## src/rtl/core/pairing_function_codec_core_defines.svh

```systemverilog
// ----------------------------------------------------------------------------
// Pairing function codec: assertion macros
// Shared concurrent assertion forms, clocked on clk and disabled in reset.
// ----------------------------------------------------------------------------
`ifndef PAIRING_FUNCTION_CODEC_CORE_DEFINES_SVH
`define PAIRING_FUNCTION_CODEC_CORE_DEFINES_SVH

// The consequent must hold in the same cycle as the antecedent.
`define PFC_ASSERT_IMP(label, ante, cons, msg) \
    label: assert property (@(posedge clk) disable iff (!rst_n) (ante) |-> (cons)) \
        else $error(msg);

// The consequent must hold in the cycle after the antecedent.
`define PFC_ASSERT_NXT(label, ante, cons, msg) \
    label: assert property (@(posedge clk) disable iff (!rst_n) (ante) |=> (cons)) \
        else $error(msg);

`endif

```

## src/rtl/core/pfc_pkg.sv

```systemverilog
// ----------------------------------------------------------------------------
// Pairing function codec package
// Widths, numbering codes and the lane record that moves along the cell row.
// ----------------------------------------------------------------------------
`default_nettype none

package pfc_pkg;

    localparam int COORD_WIDTH  = 16;
    localparam int IDX_WIDTH    = 2 * COORD_WIDTH + 2;
    // Radicand is 8m+1 for an index m.
    localparam int RAD_WIDTH    = IDX_WIDTH + 3;
    localparam int ROOT_WIDTH   = (RAD_WIDTH + 1) / 2;
    localparam int RADPAD_WIDTH = 2 * ROOT_WIDTH;
    localparam int REM_WIDTH    = ROOT_WIDTH + 1;
    // Argument of the triangular number s(s+1)/2.
    localparam int TARG_WIDTH   = ROOT_WIDTH - 1;
    localparam int TRI_WIDTH    = 2 * TARG_WIDTH;
    localparam int MAG_WIDTH    = TARG_WIDTH + 1;

    localparam logic [MAG_WIDTH-1:0] COORD_MAX = MAG_WIDTH'((1 << (COORD_WIDTH - 1)) - 1);

    typedef enum logic [1:0] {
        NUM_CANTOR  = 2'd0,
        NUM_SIGNED  = 2'd1,
        NUM_TRI     = 2'd2,
        NUM_TRI_OFS = 2'd3
    } numbering_t;

    localparam logic KIND_PAIR   = 1'b0;
    localparam logic KIND_UNPAIR = 1'b1;

    typedef struct packed {
        logic                    valid;
        logic                    kind;
        numbering_t              mode;
        logic                    bad;
        logic                    sx;
        logic                    sy;
        logic [COORD_WIDTH:0]    targ;
        logic [COORD_WIDTH-1:0]  addend;
        logic [IDX_WIDTH-1:0]    n;
        logic [REM_WIDTH-1:0]    rem;
        logic [ROOT_WIDTH-1:0]   root;
        logic [RADPAD_WIDTH-1:0] rad;
    } lane_t;

endpackage

`default_nettype wire

```

## src/rtl/core/pairing_function_codec_core.sv

```systemverilog
// ----------------------------------------------------------------------------
// Pairing function codec core
// Pairs two coordinates into one index or unpairs an index into two
// coordinates, under one of four configured numberings.
// ----------------------------------------------------------------------------
//
//  Channel    Signals                                        Handshake
//  ---------  ---------------------------------------------  -----------------------
//  command    start, kind, first_coord, second_coord,        start high, busy low
//             index_in
//  result     done, index_out, first_out, second_out,        done high, one cycle
//             out_of_range
//  config     cfg_wr_en, cfg_wr_data                         cfg_wr_en high
//
// Commands transfer in every cycle with busy low; items never wait on one another.
// The result strobe follows the accepting edge through one input stage, ROOT_WIDTH
// square root cells, the argument select, the triangular multiplier and the output
// register. Each item carries its numbering.
// busy is high only from reset until the first clock edge after reset is released.
// The result side has no back-pressure, so nothing in the pipeline ever stalls.
// The user writes configuration only between items; the block does not enforce it.
// ----------------------------------------------------------------------------
`default_nettype none

`include "pairing_function_codec_core_defines.svh"

module pairing_function_codec_core (
    input  wire logic                              clk,
    input  wire logic                              rst_n,
    input  wire logic                              start,
    output logic                                   busy,
    input  wire logic                              kind,
    input  wire logic signed [pfc_pkg::COORD_WIDTH-1:0] first_coord,
    input  wire logic signed [pfc_pkg::COORD_WIDTH-1:0] second_coord,
    input  wire logic        [pfc_pkg::IDX_WIDTH-1:0]   index_in,
    input  wire logic                              cfg_wr_en,
    input  wire logic        [1:0]                 cfg_wr_data,
    output logic                                   done,
    output logic        [pfc_pkg::IDX_WIDTH-1:0]   index_out,
    output logic signed [pfc_pkg::COORD_WIDTH-1:0] first_out,
    output logic signed [pfc_pkg::COORD_WIDTH-1:0] second_out,
    output logic                                   out_of_range
);
    import pfc_pkg::*;

    // Clock edges from the accepting edge to the edge that takes the result.
    localparam int LATENCY = ROOT_WIDTH + 4;

    numbering_t             numbering_reg;
    numbering_t             numbering_next;
    logic                   busy_reg;
    logic                   accept;
    logic [COORD_WIDTH-1:0] ax;
    logic [COORD_WIDTH-1:0] ay;
    logic [COORD_WIDTH:0]   mag_sum;
    logic                   any_neg;
    logic [IDX_WIDTH-1:0]   m_sel;
    lane_t                  head_next;
    lane_t                  head_reg;
    logic                   head_valid_reg;
    lane_t                  head;
    lane_t                  lane [0:ROOT_WIDTH];

    // The numbering register is the only configuration; writes are registered.
    always_comb
    begin
        numbering_next = cfg_wr_en ? numbering_t'(cfg_wr_data) : numbering_reg;
    end

    assign accept = start && !busy_reg;

    // Input stage. Pairing needs only magnitudes, a sum and the sign bits; the
    // sign tests for the unsigned numberings are settled here and carried as a
    // single flag. Unpairing loads the radicand 8m+1, where m is the index, or
    // the index without its two sign bits in the signed numbering.
    always_comb
    begin
        ax      = first_coord[COORD_WIDTH-1]  ? (COORD_WIDTH'(0) - first_coord)  : first_coord;
        ay      = second_coord[COORD_WIDTH-1] ? (COORD_WIDTH'(0) - second_coord) : second_coord;
        mag_sum = {1'b0, ax} + {1'b0, ay};
        any_neg = first_coord[COORD_WIDTH-1] || second_coord[COORD_WIDTH-1];
        m_sel   = (numbering_reg == NUM_SIGNED) ? {2'b00, index_in[IDX_WIDTH-1:2]} : index_in;

        head_next       = '0;
        head_next.valid = accept;
        head_next.kind  = kind;
        head_next.mode  = numbering_reg;
        head_next.sx    = first_coord[COORD_WIDTH-1];
        head_next.sy    = second_coord[COORD_WIDTH-1];
        head_next.n     = index_in;
        head_next.rad   = RADPAD_WIDTH'({m_sel, 3'b001});
        case (numbering_reg)
            NUM_CANTOR:
            begin
                head_next.bad    = any_neg;
                head_next.targ   = mag_sum;
                head_next.addend = ax;
            end
            NUM_SIGNED:
            begin
                head_next.bad    = 1'b0;
                head_next.targ   = mag_sum;
                head_next.addend = ax;
            end
            NUM_TRI:
            begin
                head_next.bad    = any_neg;
                head_next.targ   = {1'b0, ax};
                head_next.addend = ay;
            end
            NUM_TRI_OFS:
            begin
                // The first coordinate must be at least one here.
                head_next.bad    = any_neg || (first_coord == '0);
                head_next.targ   = {1'b0, ax} - (COORD_WIDTH + 1)'(1);
                head_next.addend = ay;
            end
            default:
            begin
                head_next.bad    = any_neg;
                head_next.targ   = mag_sum;
                head_next.addend = ax;
            end
        endcase
    end

    always_ff @(posedge clk or negedge rst_n)
    begin
        if (!rst_n)
        begin
            numbering_reg  <= NUM_CANTOR;
            busy_reg       <= 1'b1;
            head_valid_reg <= 1'b0;
        end
        else
        begin
            numbering_reg  <= numbering_next;
            busy_reg       <= 1'b0;
            head_valid_reg <= accept;
        end
    end

    always_ff @(posedge clk)
    begin
        head_reg <= head_next;
    end

    always_comb
    begin
        head       = head_reg;
        head.valid = head_valid_reg;
    end

    assign lane[0] = head;

    // The square root row: each cell settles one root bit, most significant
    // first, and hands remainder, partial root and the shifted radicand on.
    for (genvar i = 0; i < ROOT_WIDTH; i++)
    begin : g_cell
        pfc_sqrt_cell u_cell (
            .clk   (clk),
            .rst_n (rst_n),
            .d     (lane[i]),
            .q     (lane[i+1])
        );
    end

    // Turns the root into the triangular argument, multiplies it out and forms
    // the index or the coordinates with the range flag.
    pfc_post u_post (
        .clk          (clk),
        .rst_n        (rst_n),
        .d            (lane[ROOT_WIDTH]),
        .done         (done),
        .index_out    (index_out),
        .first_out    (first_out),
        .second_out   (second_out),
        .out_of_range (out_of_range)
    );

    assign busy = busy_reg;

    `PFC_ASSERT_IMP(a_flag_clears_payload, done && out_of_range,
        (index_out == '0) && (first_out == '0) && (second_out == '0),
        "flagged result carries a nonzero payload")
    `PFC_ASSERT_IMP(a_fixed_latency, 1'b1, done == $past(start && !busy, LATENCY),
        "result strobe does not match the accepted command stream")
    `PFC_ASSERT_IMP(a_unsigned_coords, done && (numbering_reg != NUM_SIGNED),
        !first_out[COORD_WIDTH-1] && !second_out[COORD_WIDTH-1],
        "negative coordinate from an unsigned numbering")
    `PFC_ASSERT_NXT(a_busy_stays_low, !busy, !busy,
        "busy raised outside reset")

endmodule

`default_nettype wire

```

## src/rtl/core/pfc_sqrt_cell.sv

```systemverilog
// ----------------------------------------------------------------------------
// Pairing function codec: square root cell
// One restoring square root digit per cell; the rest of the lane rides along.
// ----------------------------------------------------------------------------
`default_nettype none

module pfc_sqrt_cell (
    input  wire logic          clk,
    input  wire logic          rst_n,
    input  wire pfc_pkg::lane_t d,
    output pfc_pkg::lane_t     q
);
    import pfc_pkg::*;

    logic [REM_WIDTH+1:0] rem_sh;
    logic [REM_WIDTH+1:0] trial;
    logic [REM_WIDTH+1:0] diff;
    logic                 take;
    lane_t                lane_next;
    lane_t                lane_reg;
    logic                 valid_reg;

    always_comb
    begin
        rem_sh    = {d.rem, d.rad[RADPAD_WIDTH-1 -: 2]};
        trial     = {1'b0, d.root, 2'b01};
        take      = (rem_sh >= trial);
        diff      = rem_sh - trial;
        lane_next = d;
        lane_next.rem  = take ? diff[REM_WIDTH-1:0] : rem_sh[REM_WIDTH-1:0];
        lane_next.root = {d.root[ROOT_WIDTH-2:0], take};
        lane_next.rad  = {d.rad[RADPAD_WIDTH-3:0], 2'b00};
    end

    always_ff @(posedge clk or negedge rst_n)
    begin
        if (!rst_n)
        begin
            valid_reg <= 1'b0;
        end
        else
        begin
            valid_reg <= d.valid;
        end
    end

    always_ff @(posedge clk)
    begin
        lane_reg <= lane_next;
    end

    always_comb
    begin
        q       = lane_reg;
        q.valid = valid_reg;
    end

endmodule

`default_nettype wire

```

## src/rtl/core/pfc_post.sv

```systemverilog
// ----------------------------------------------------------------------------
// Pairing function codec: result stages
// Picks the triangular argument, multiplies it out and forms the result.
// ----------------------------------------------------------------------------
`default_nettype none

module pfc_post (
    input  wire logic                              clk,
    input  wire logic                              rst_n,
    input  wire pfc_pkg::lane_t                    d,
    output logic                                   done,
    output logic        [pfc_pkg::IDX_WIDTH-1:0]   index_out,
    output logic signed [pfc_pkg::COORD_WIDTH-1:0] first_out,
    output logic signed [pfc_pkg::COORD_WIDTH-1:0] second_out,
    output logic                                   out_of_range
);
    import pfc_pkg::*;

    localparam int PROD_WIDTH = 2 * TARG_WIDTH + 1;
    localparam int FULL_WIDTH = TRI_WIDTH + 3;

    typedef struct packed {
        logic                   kind;
        numbering_t             mode;
        logic                   bad;
        logic                   sx;
        logic                   sy;
        logic [COORD_WIDTH-1:0] addend;
        logic [IDX_WIDTH-1:0]   n;
        logic [TARG_WIDTH-1:0]  s;
    } st1_t;

    typedef struct packed {
        st1_t                  b;
        logic [TRI_WIDTH-1:0]  tri_sum;
    } st2_t;

    // Stage one: argument select.
    logic [TARG_WIDTH-1:0] s_unp;
    st1_t                  st1_next;
    st1_t                  st1_reg;
    logic                  st1_valid_reg;

    // Stage two: triangular number.
    logic [TARG_WIDTH:0]   s_inc;
    logic [PROD_WIDTH-1:0] prod;
    st2_t                  st2_next;
    st2_t                  st2_reg;
    logic                  st2_valid_reg;

    // Result forming.
    logic [TRI_WIDTH:0]     base;
    logic [FULL_WIDTH-1:0]  idx_full;
    logic                   pair_flag;
    logic [IDX_WIDTH-1:0]   n_sel;
    logic [IDX_WIDTH-1:0]   diff_full;
    logic [MAG_WIDTH-1:0]   diff;
    logic [MAG_WIDTH-1:0]   s_ext;
    logic [MAG_WIDTH-1:0]   ux;
    logic [MAG_WIDTH-1:0]   uy;
    logic [MAG_WIDTH-1:0]   lim_x;
    logic [MAG_WIDTH-1:0]   lim_y;
    logic [MAG_WIDTH-1:0]   fx;
    logic [MAG_WIDTH-1:0]   fy;
    logic                   is_signed;
    logic                   unp_flag;
    logic                   flag;
    logic [IDX_WIDTH-1:0]   index_next;
    logic [COORD_WIDTH-1:0] first_next;
    logic [COORD_WIDTH-1:0] second_next;
    logic                   done_reg;
    logic [IDX_WIDTH-1:0]   index_reg;
    logic [COORD_WIDTH-1:0] first_reg;
    logic [COORD_WIDTH-1:0] second_reg;
    logic                   flag_reg;

    // The largest s with (2s+1)^2 <= q^2 comes from the largest odd number not above q.
    always_comb
    begin
        s_unp           = d.root[ROOT_WIDTH-1:1] - TARG_WIDTH'(!d.root[0]);
        st1_next.kind   = d.kind;
        st1_next.mode   = d.mode;
        st1_next.bad    = d.bad;
        st1_next.sx     = d.sx;
        st1_next.sy     = d.sy;
        st1_next.addend = d.addend;
        st1_next.n      = d.n;
        st1_next.s      = (d.kind == KIND_PAIR) ? TARG_WIDTH'(d.targ) : s_unp;
    end

    always_comb
    begin
        s_inc            = {1'b0, st1_reg.s} + (TARG_WIDTH + 1)'(1);
        prod             = PROD_WIDTH'(st1_reg.s) * PROD_WIDTH'(s_inc);
        st2_next.b       = st1_reg;
        st2_next.tri_sum = prod[PROD_WIDTH-1:1];
    end

    always_comb
    begin
        is_signed = (st2_reg.b.mode == NUM_SIGNED);

        // Pairing.
        base = {1'b0, st2_reg.tri_sum} + (TRI_WIDTH + 1)'(st2_reg.b.addend);
        if (is_signed)
        begin
            idx_full = {base, st2_reg.b.sy, st2_reg.b.sx};
        end
        else
        begin
            idx_full = FULL_WIDTH'(base);
        end
        pair_flag = st2_reg.b.bad || (|idx_full[FULL_WIDTH-1:IDX_WIDTH]);

        // Unpairing. The triangular number never exceeds the index here.
        n_sel     = is_signed ? {2'b00, st2_reg.b.n[IDX_WIDTH-1:2]} : st2_reg.b.n;
        diff_full = n_sel - st2_reg.tri_sum[IDX_WIDTH-1:0];
        diff      = diff_full[MAG_WIDTH-1:0];
        s_ext     = {1'b0, st2_reg.b.s};
        case (st2_reg.b.mode)
            NUM_CANTOR,
            NUM_SIGNED:
            begin
                ux = diff;
                uy = s_ext - diff;
            end
            NUM_TRI:
            begin
                ux = s_ext;
                uy = diff;
            end
            NUM_TRI_OFS:
            begin
                ux = s_ext + MAG_WIDTH'(1);
                uy = diff;
            end
            default:
            begin
                ux = diff;
                uy = s_ext - diff;
            end
        endcase
        // A negated magnitude may reach one past the positive limit.
        lim_x    = COORD_MAX + MAG_WIDTH'(is_signed && st2_reg.b.n[0]);
        lim_y    = COORD_MAX + MAG_WIDTH'(is_signed && st2_reg.b.n[1]);
        unp_flag = (ux > lim_x) || (uy > lim_y);
        fx       = (is_signed && st2_reg.b.n[0]) ? (MAG_WIDTH'(0) - ux) : ux;
        fy       = (is_signed && st2_reg.b.n[1]) ? (MAG_WIDTH'(0) - uy) : uy;

        flag = (st2_reg.b.kind == KIND_UNPAIR) ? unp_flag : pair_flag;
        if (flag)
        begin
            index_next  = '0;
            first_next  = '0;
            second_next = '0;
        end
        else if (st2_reg.b.kind == KIND_PAIR)
        begin
            index_next  = idx_full[IDX_WIDTH-1:0];
            first_next  = '0;
            second_next = '0;
        end
        else
        begin
            index_next  = '0;
            first_next  = fx[COORD_WIDTH-1:0];
            second_next = fy[COORD_WIDTH-1:0];
        end
    end

    always_ff @(posedge clk or negedge rst_n)
    begin
        if (!rst_n)
        begin
            st1_valid_reg <= 1'b0;
            st2_valid_reg <= 1'b0;
            done_reg      <= 1'b0;
        end
        else
        begin
            st1_valid_reg <= d.valid;
            st2_valid_reg <= st1_valid_reg;
            done_reg      <= st2_valid_reg;
        end
    end

    always_ff @(posedge clk)
    begin
        st1_reg    <= st1_next;
        st2_reg    <= st2_next;
        index_reg  <= index_next;
        first_reg  <= first_next;
        second_reg <= second_next;
        flag_reg   <= flag;
    end

    assign done         = done_reg;
    assign index_out    = index_reg;
    assign first_out    = first_reg;
    assign second_out   = second_reg;
    assign out_of_range = flag_reg;

endmodule

`default_nettype wire

```

## config.mk

```make
export PLATFORM = sky130hd
export DESIGN_NAME = pairing_function_codec_core
export DESIGN_NICKNAME = d
export VERILOG_FILES = /design/src/rtl/core/pfc_pkg.sv /design/src/rtl/core/pairing_function_codec_core.sv /design/src/rtl/core/pfc_sqrt_cell.sv /design/src/rtl/core/pfc_post.sv
export VERILOG_INCLUDE_DIRS = /design/src /design/src/rtl/core
export SDC_FILE = /design/constraint.sdc
export NUM_CORES = 2
export LEC_CHECK = 0
export ABC_AREA = 1
export BUFFER_PORTS_ARGS = -buffer_cell sky130_fd_sc_hd__buf_2
export CELL_PAD_IN_SITES_DETAIL_PLACEMENT = 2
export CELL_PAD_IN_SITES_GLOBAL_PLACEMENT = 2
export CORE_MARGIN = 5
export CORE_UTILIZATION = 37
export DETAILED_ROUTE_END_ITERATION = 16
export HOLD_SLACK_MARGIN = 0.06
export PLACE_DENSITY_LB_ADDON = 0.1
export SYNTH_ARGS = -nofsm -noshare
export SYNTH_HDL_FRONTEND = slang
export SYNTH_SLANG_ARGS = --single-unit
```

## constraint.sdc

```tcl
create_clock -name clk -period 6.4 [get_ports clk]
set_input_delay 1.28 -clock clk [delete_from_list [all_inputs] [get_ports clk]]
set_output_delay 1.28 -clock clk [all_outputs]
set_load 0.005 [all_outputs]
```

# == After elaboration in Yosys (flattened, before gate mapping) ==
# Cells that the tools add are included.
# word_totals
ff_bits,2307
output_inout_bits,69
word_cells,377
# op_classes
add_sub_neg,32
multipliers,1
magnitude_cmp,21
eq_ne,6
mux,31
bitwise_logic,1
reduce_logical,19
# ops
cell,count
$mux 20,17
$pmux 33 s3,1
$mux 16,4
$sub 1x16->16 const A,4
$pmux 19 s3,1
$mux 39,1
$add 18x1->19 const B,2
$gt 19x16->1,2
$pmux 19 s2,1
$add 36x16->37,1
$mul 18x19->37,1
$add 15x1->16 const A,2
$mux 32,1
$ge 22x10->1,1
$ge 22x11->1,1
$ge 22x12->1,1
$ge 22x13->1,1
$ge 22x14->1,1
$ge 22x15->1,1
$ge 22x16->1,1
$ge 22x17->1,1
$ge 22x18->1,1
$ge 22x19->1,1
$ge 22x20->1,1
other kinds (45),62

# == Depth between registers and ports, before layout ==
# logic_depth
depth_word,9
ltp_mapped,44
mapped_depth_nobuf,39

# == Modules after synthesis ==
# From an unflattened synthesis, not the netlist that was laid out.
# unflattened
cells_unflattened,12981
area_unflattened_um2,116404.1
# by_module_without_submodules
module,instances,cells_each,area_each_um2,seq_area_each_um2
pfc_sqrt_cell (g_cell[0].u_cell ...),15,483,4631.9,2987.9
pfc_post,1,3094,23347.4,4579.4
pfc_sqrt_cell (g_cell[6].u_cell ...),4,483,4609.4,2987.9
pairing_function_codec_core,1,710,5139.9,2243.4

# == Worst setup path after synthesis ==
# No wires, ideal clock.
# synth_timing
kind,register to register
from,reg u_post.st1_reg[4] (netlist bit)
to,reg u_post.st2_reg[32] (netlist bit)
setup_ps,123
t_arrival_ps,6939
required_ps,6277
setup_slack_ps,-663
path_stages_with_launch,30
path_buffers,2
period_less_slack_ps,7063
cell_sequence,dfxtp_1 > clkbuf_1 > inv_1 > nor4_1 > nand4_1 > nand3b_1 > nor2_4 > nand3_1 > ha_1 > inv_1 > clkbuf_1 > nand2_1 > fa_1 > fa_1 > inv_1 > fa_1 > fa_1 > fa_1 > inv_1 > fa_1 > inv_1 > ha_1 > nand2_1 > nor4_1 > nand3_1 > nand3_1 > nand2_1 > o211ai_1 > a21oi_1 > xor2_1
# synth_between
elab_chain_cells,2
# synth_rtl
item,line_no,rtl
"start, declared",pfc_post.sv:41,st1_t st1_reg;
"start signal, assigned",pfc_post.sv:189,st1_reg <= st1_next;
$add 18x1->19,pfc_post.sv:93,"s_inc = {1'b0, st1_reg.s} + (TARG_WIDTH + 1)'(1);"
$mul 18x19->37 (*),pfc_post.sv:94,prod = PROD_WIDTH'(st1_reg.s) * PROD_WIDTH'(s_inc);
named net u_post.prod[33],pfc_post.sv:46,logic [PROD_WIDTH-1:0] prod;
"end signal, assigned",pfc_post.sv:190,st2_reg <= st2_next;
"end, declared",pfc_post.sv:48,st2_t st2_reg;
# The timed path passes the listed nets; every way through them passes the cells marked *.
# A chain may end at the register's enable or synchronous reset.

# == Final worst setup path ==
# layout_timing
from,reg u_post.st1_reg[1] (netlist bit)
to,reg u_post.st2_reg[35] (netlist bit)
# Same word-level chain as after synthesis.

==> run summary <==
### Clock network
• sky130_fd_sc_hd__clkbuf_16 — Clock Root Buffer
• 0 — # hold bufs at CTS
• 2295 — Clock Sinks
• 224 — cts bufs inserted
• 0.08 ns — clock input transition at the sequential cells of the worst setup and hold paths
• 0.88 ns — clock latency of the later-clocked register in the worst-skew pair
• built — clock tree from TritonCTS
• 4 — H-Tree Depth
• 3 — maximum root-to-sink buffer count

### Timing
• 0 — Final Hold Fails
• 7.18 ns — shortest clock period the worst path allows after layout
• 0.281 ns — worst hold slack after final layout
• 1.12 — period utilisation layout
• 1.10 ns — Worst Max-Slew Pin Slew
• 22 — final-report setup violation count
• yes — unrepaired setup endpoints after global routing
• 0.139 GHz — highest attainable clock frequency
• 0.267 — remaining max-slew budget at the tightest pin
• 0 — count of pins over their slew limit
• 0.0577 ns — clock tree skew after final layout
• -0.781 ns — Final WS setup

### Global route
• 66100 — number of global-route vias before repair
• 8 — number of antenna violations at the first check in global routing
• 0.0266 — met3 layer usage reported by global route
• 0.428 — GRT met2 Usage
• 42 — maximum number of pins on one net before global-route repair
• 404000 um — global-route wire length before repair
• 0 — Remaining Overflow, GRT
• 0.266 — GR Util met1
• 0.226 — total routing usage reported by global routing
• met2 — busiest metal layer after global routing

### Final layout
• 9751 — # nets final
• 12100 — count of non-filler cells in the finished layout
• 0.0973 sq mm — final cell area excluding filler cells
• 0.442 — Layout Utilization
• 0.119 — layout cell share with drive strength beyond 1
• 18.6% — area growth from synthesis to layout
• 1950 — flip-flop count of the largest register, all copies and words added

### Routing
• 2178 — iteration-0 DRC count of the detailed router
• 266000 um — DRT Wirelength
• 0 — Post-DRT Antenna Nets
• 22.0 um — final routed wire length divided by cell count
• 0 — DRC violation count after routing
• 57700 — vias after detailed routing
• 4.77 — detailed-route vias per instance
• 5 — drt pass-1 iters

### Outcome
• setup timing — failing checks
• complete, but fails checks — result of the run

### Placement
• 0.842 — weighted congestion at the end of routability-driven global placement
• 11600 — DP Cell Count
• 0.0879 sq mm — placed cell area
• 141 — input/output buffers
• 189000 um — Post-DP HPWL

### Worst setup path
• sky130_fd_sc_hd__fa_2 — Slowest-stage cell, CP
• register — nature of the critical path endpoint
• 0.55 ns — Max stage delay on crit path
• sky130_fd_sc_hd__fa_1 — most common cell type on the critical path
• 5 — top fanout value on the critical path
• 7.90 ns — WP data arrival
• -0.78 ns — flop2flop setup slack
• 7.12 ns — WP data required
• register to register — classification of the worst setup path
• register — Setup crit start kind

### Yosys
• 2295 — number of register bits inferred by synthesis
• 9.72 sq um — synthesized area divided by synthesized cell count
• 0 — Ys Warns
• sky130_fd_sc_hd__dfxtp_1 — most instantiated flip-flop cell in the synthesis netlist
• 8440 — post-synthesis instance total
• 0.562 — sequential element share of the synthesized area
• 0 — number of flops mapped to enable cells by yosys
• 68 — count of distinct cell types in the synthesized netlist
• 0.0820 sq mm — post-synthesis instance area
• 0.0113 — Synth async-reset ratio

### Die
• 481 um — Horiz. Die Dim
• 172 — count of standard-cell rows
• 0.373 — starting density of the core
• 0.220 sq mm — CORE AREA
• 481 um — vertical die dimension
• 0.231 sq mm — Die Outline Area
• 142 — I/O pin count

### Worst hold path
• register to register — class of the tightest hold or removal check

### Flow run
• 0 — max_cap viols

layer usage:
metal  share of wire  routed length, um  up-vias
li1                -                  -    27500
met4           0.032               8630        0
met5               0                  0        -
met2            0.53             140000      802
met1            0.42             111000    28900
met3           0.025               6760      438
through the flow:
stage	worst slack (ns)	setup TNS [ns]
floorplan	-0.270	-1.35
global placement	-0.714	-10.13
detailed placement	-0.964	-15.33
CTS	-0.593	-7.21
global route	-0.997	-15.05
finish	-0.781	-10.53
repair_timing:
action,4_1_cts,5_1_grt
cloned,0,0
resized for setup,153,125
buffers inserted,26,27
pin swaps,52,97
endpoints found under the setup margin,24,57
critical path: cells and delay by family (launching register included):
kind	cells	cell delay [ns]
fa+ha+maj	8	3.59
flops	1	0.38
compound gates	4	0.59
buf+inv	7	0.50
xor+xnor	1	0.16
simple gates	13	1.80
cells in the final DEF (no fill, tap or decap), drive strengths merged, types with 16 or more instances in the layout:
master / synthesis / layout
xnor2: 132 / 132
a31oi: 44 / 44
nor4: 40 / 40
a21oi: 345 / 345
ha: 442 / 442
clkinvlp: 0 / 16
dfxtp: 2269 / 2269
buf: 43 / 417
nand3: 321 / 321
xor2: 204 / 204
nor3: 83 / 83
dfrtp: 25 / 25
bufinv: 0 / 25
o211ai: 16 / 16
inv: 1204 / 1216
fa: 277 / 277
nor2: 634 / 634
o21bai: 16 / 16
nand2: 1608 / 1608
nand3b: 18 / 18
or2: 28 / 28
clkinv: 14 / 65
a21o: 26 / 26
nand4: 91 / 91
clkbuf: 82 / 310
o21ai: 385 / 385
synthesized netlist by cell type, types with 6 or more instances:
cell type,instances,area [sq um]
sky130_fd_sc_hd__dfxtp_1,2269,45400
sky130_fd_sc_hd__nor4_1,40,250
sky130_fd_sc_hd__nor2_1,623,2340
sky130_fd_sc_hd__ha_1,442,5530
sky130_fd_sc_hd__o31ai_1,13,97.6
sky130_fd_sc_hd__nor2_2,8,50.1
sky130_fd_sc_hd__nand2_1,1601,6010
sky130_fd_sc_hd__nand3_1,316,1580
sky130_fd_sc_hd__or2_2,26,163
sky130_fd_sc_hd__nand4_1,91,569
sky130_fd_sc_hd__o21bai_1,16,120
sky130_fd_sc_hd__o211ai_1,15,113
sky130_fd_sc_hd__nor3_1,79,395
sky130_fd_sc_hd__a211oi_1,10,75.1
sky130_fd_sc_hd__buf_2,29,145
sky130_fd_sc_hd__a21o_1,26,195
sky130_fd_sc_hd__and2_1,9,56.3
sky130_fd_sc_hd__a31oi_1,44,275
sky130_fd_sc_hd__a21oi_1,342,1710
sky130_fd_sc_hd__clkbuf_1,80,300
sky130_fd_sc_hd__nand2_2,7,43.8
sky130_fd_sc_hd__a21boi_0,11,82.6
sky130_fd_sc_hd__xor2_1,204,1790
sky130_fd_sc_hd__dfrtp_1,25,626
sky130_fd_sc_hd__fa_1,277,5550
sky130_fd_sc_hd__inv_1,1194,4480
sky130_fd_sc_hd__o21ai_0,363,1820
sky130_fd_sc_hd__buf_4,6,45.0
sky130_fd_sc_hd__o21a_1,9,67.6
sky130_fd_sc_hd__nand3b_1,18,135
sky130_fd_sc_hd__clkinv_1,14,52.6
sky130_fd_sc_hd__o21ai_1,15,75.1
sky130_fd_sc_hd__xnor2_1,132,1160
sky130_fd_sc_hd__inv_2,10,37.5
sky130_fd_sc_hd__o21ai_2,7,61.3
path summary, 6_finish.rpt:
path / startpoint / to / cells past startpoint
worst max-delay path: u_post.st1_reg[1]$_DFF_P_ / u_post.st2_reg[35]$_DFF_P_ / 33
worst min-delay path: g_cell[0].u_cell.q[141]$_DFF_P_ / g_cell[1].u_cell.q[141]$_DFF_P_ / 0
worst max register to register: u_post.st1_reg[1]$_DFF_P_ / u_post.st2_reg[35]$_DFF_P_ / 33
worst min register to register: g_cell[0].u_cell.q[141]$_DFF_P_ / g_cell[1].u_cell.q[141]$_DFF_P_ / 0
max in group asynchronous: rst_n / g_cell[18].u_cell.valid_reg$_DFF_PN0_ / 1
min in group asynchronous: rst_n / head_valid_reg$_DFF_PN0_ / 1
cells by family after synthesis:
logic type,Yosys count,synth area share
simple gates,2843,0.144
flops,2295,0.562
buf+inv,1343,0.0625
compound gates,903,0.0605
fa+ha+maj,719,0.135
xor+xnor,336,0.0359
other cells,1,0.0000457
cell type report:
cell class / count / area (sq um)
antenna: 5 / 12.5
clock buffer: 310 / 6440
clock inverter: 104 / 1470
fill: 23100 / 123000
inverter: 1218 / 4630
multi-input combinational: 4803 / 32000
sequential: 2295 / 46100
tap: 2958 / 3700
timing repair buffer: 417 / 2930
Power is not shown: default switching activity piles up to over one toggle a cycle in this logic, so the estimate is an artifact.
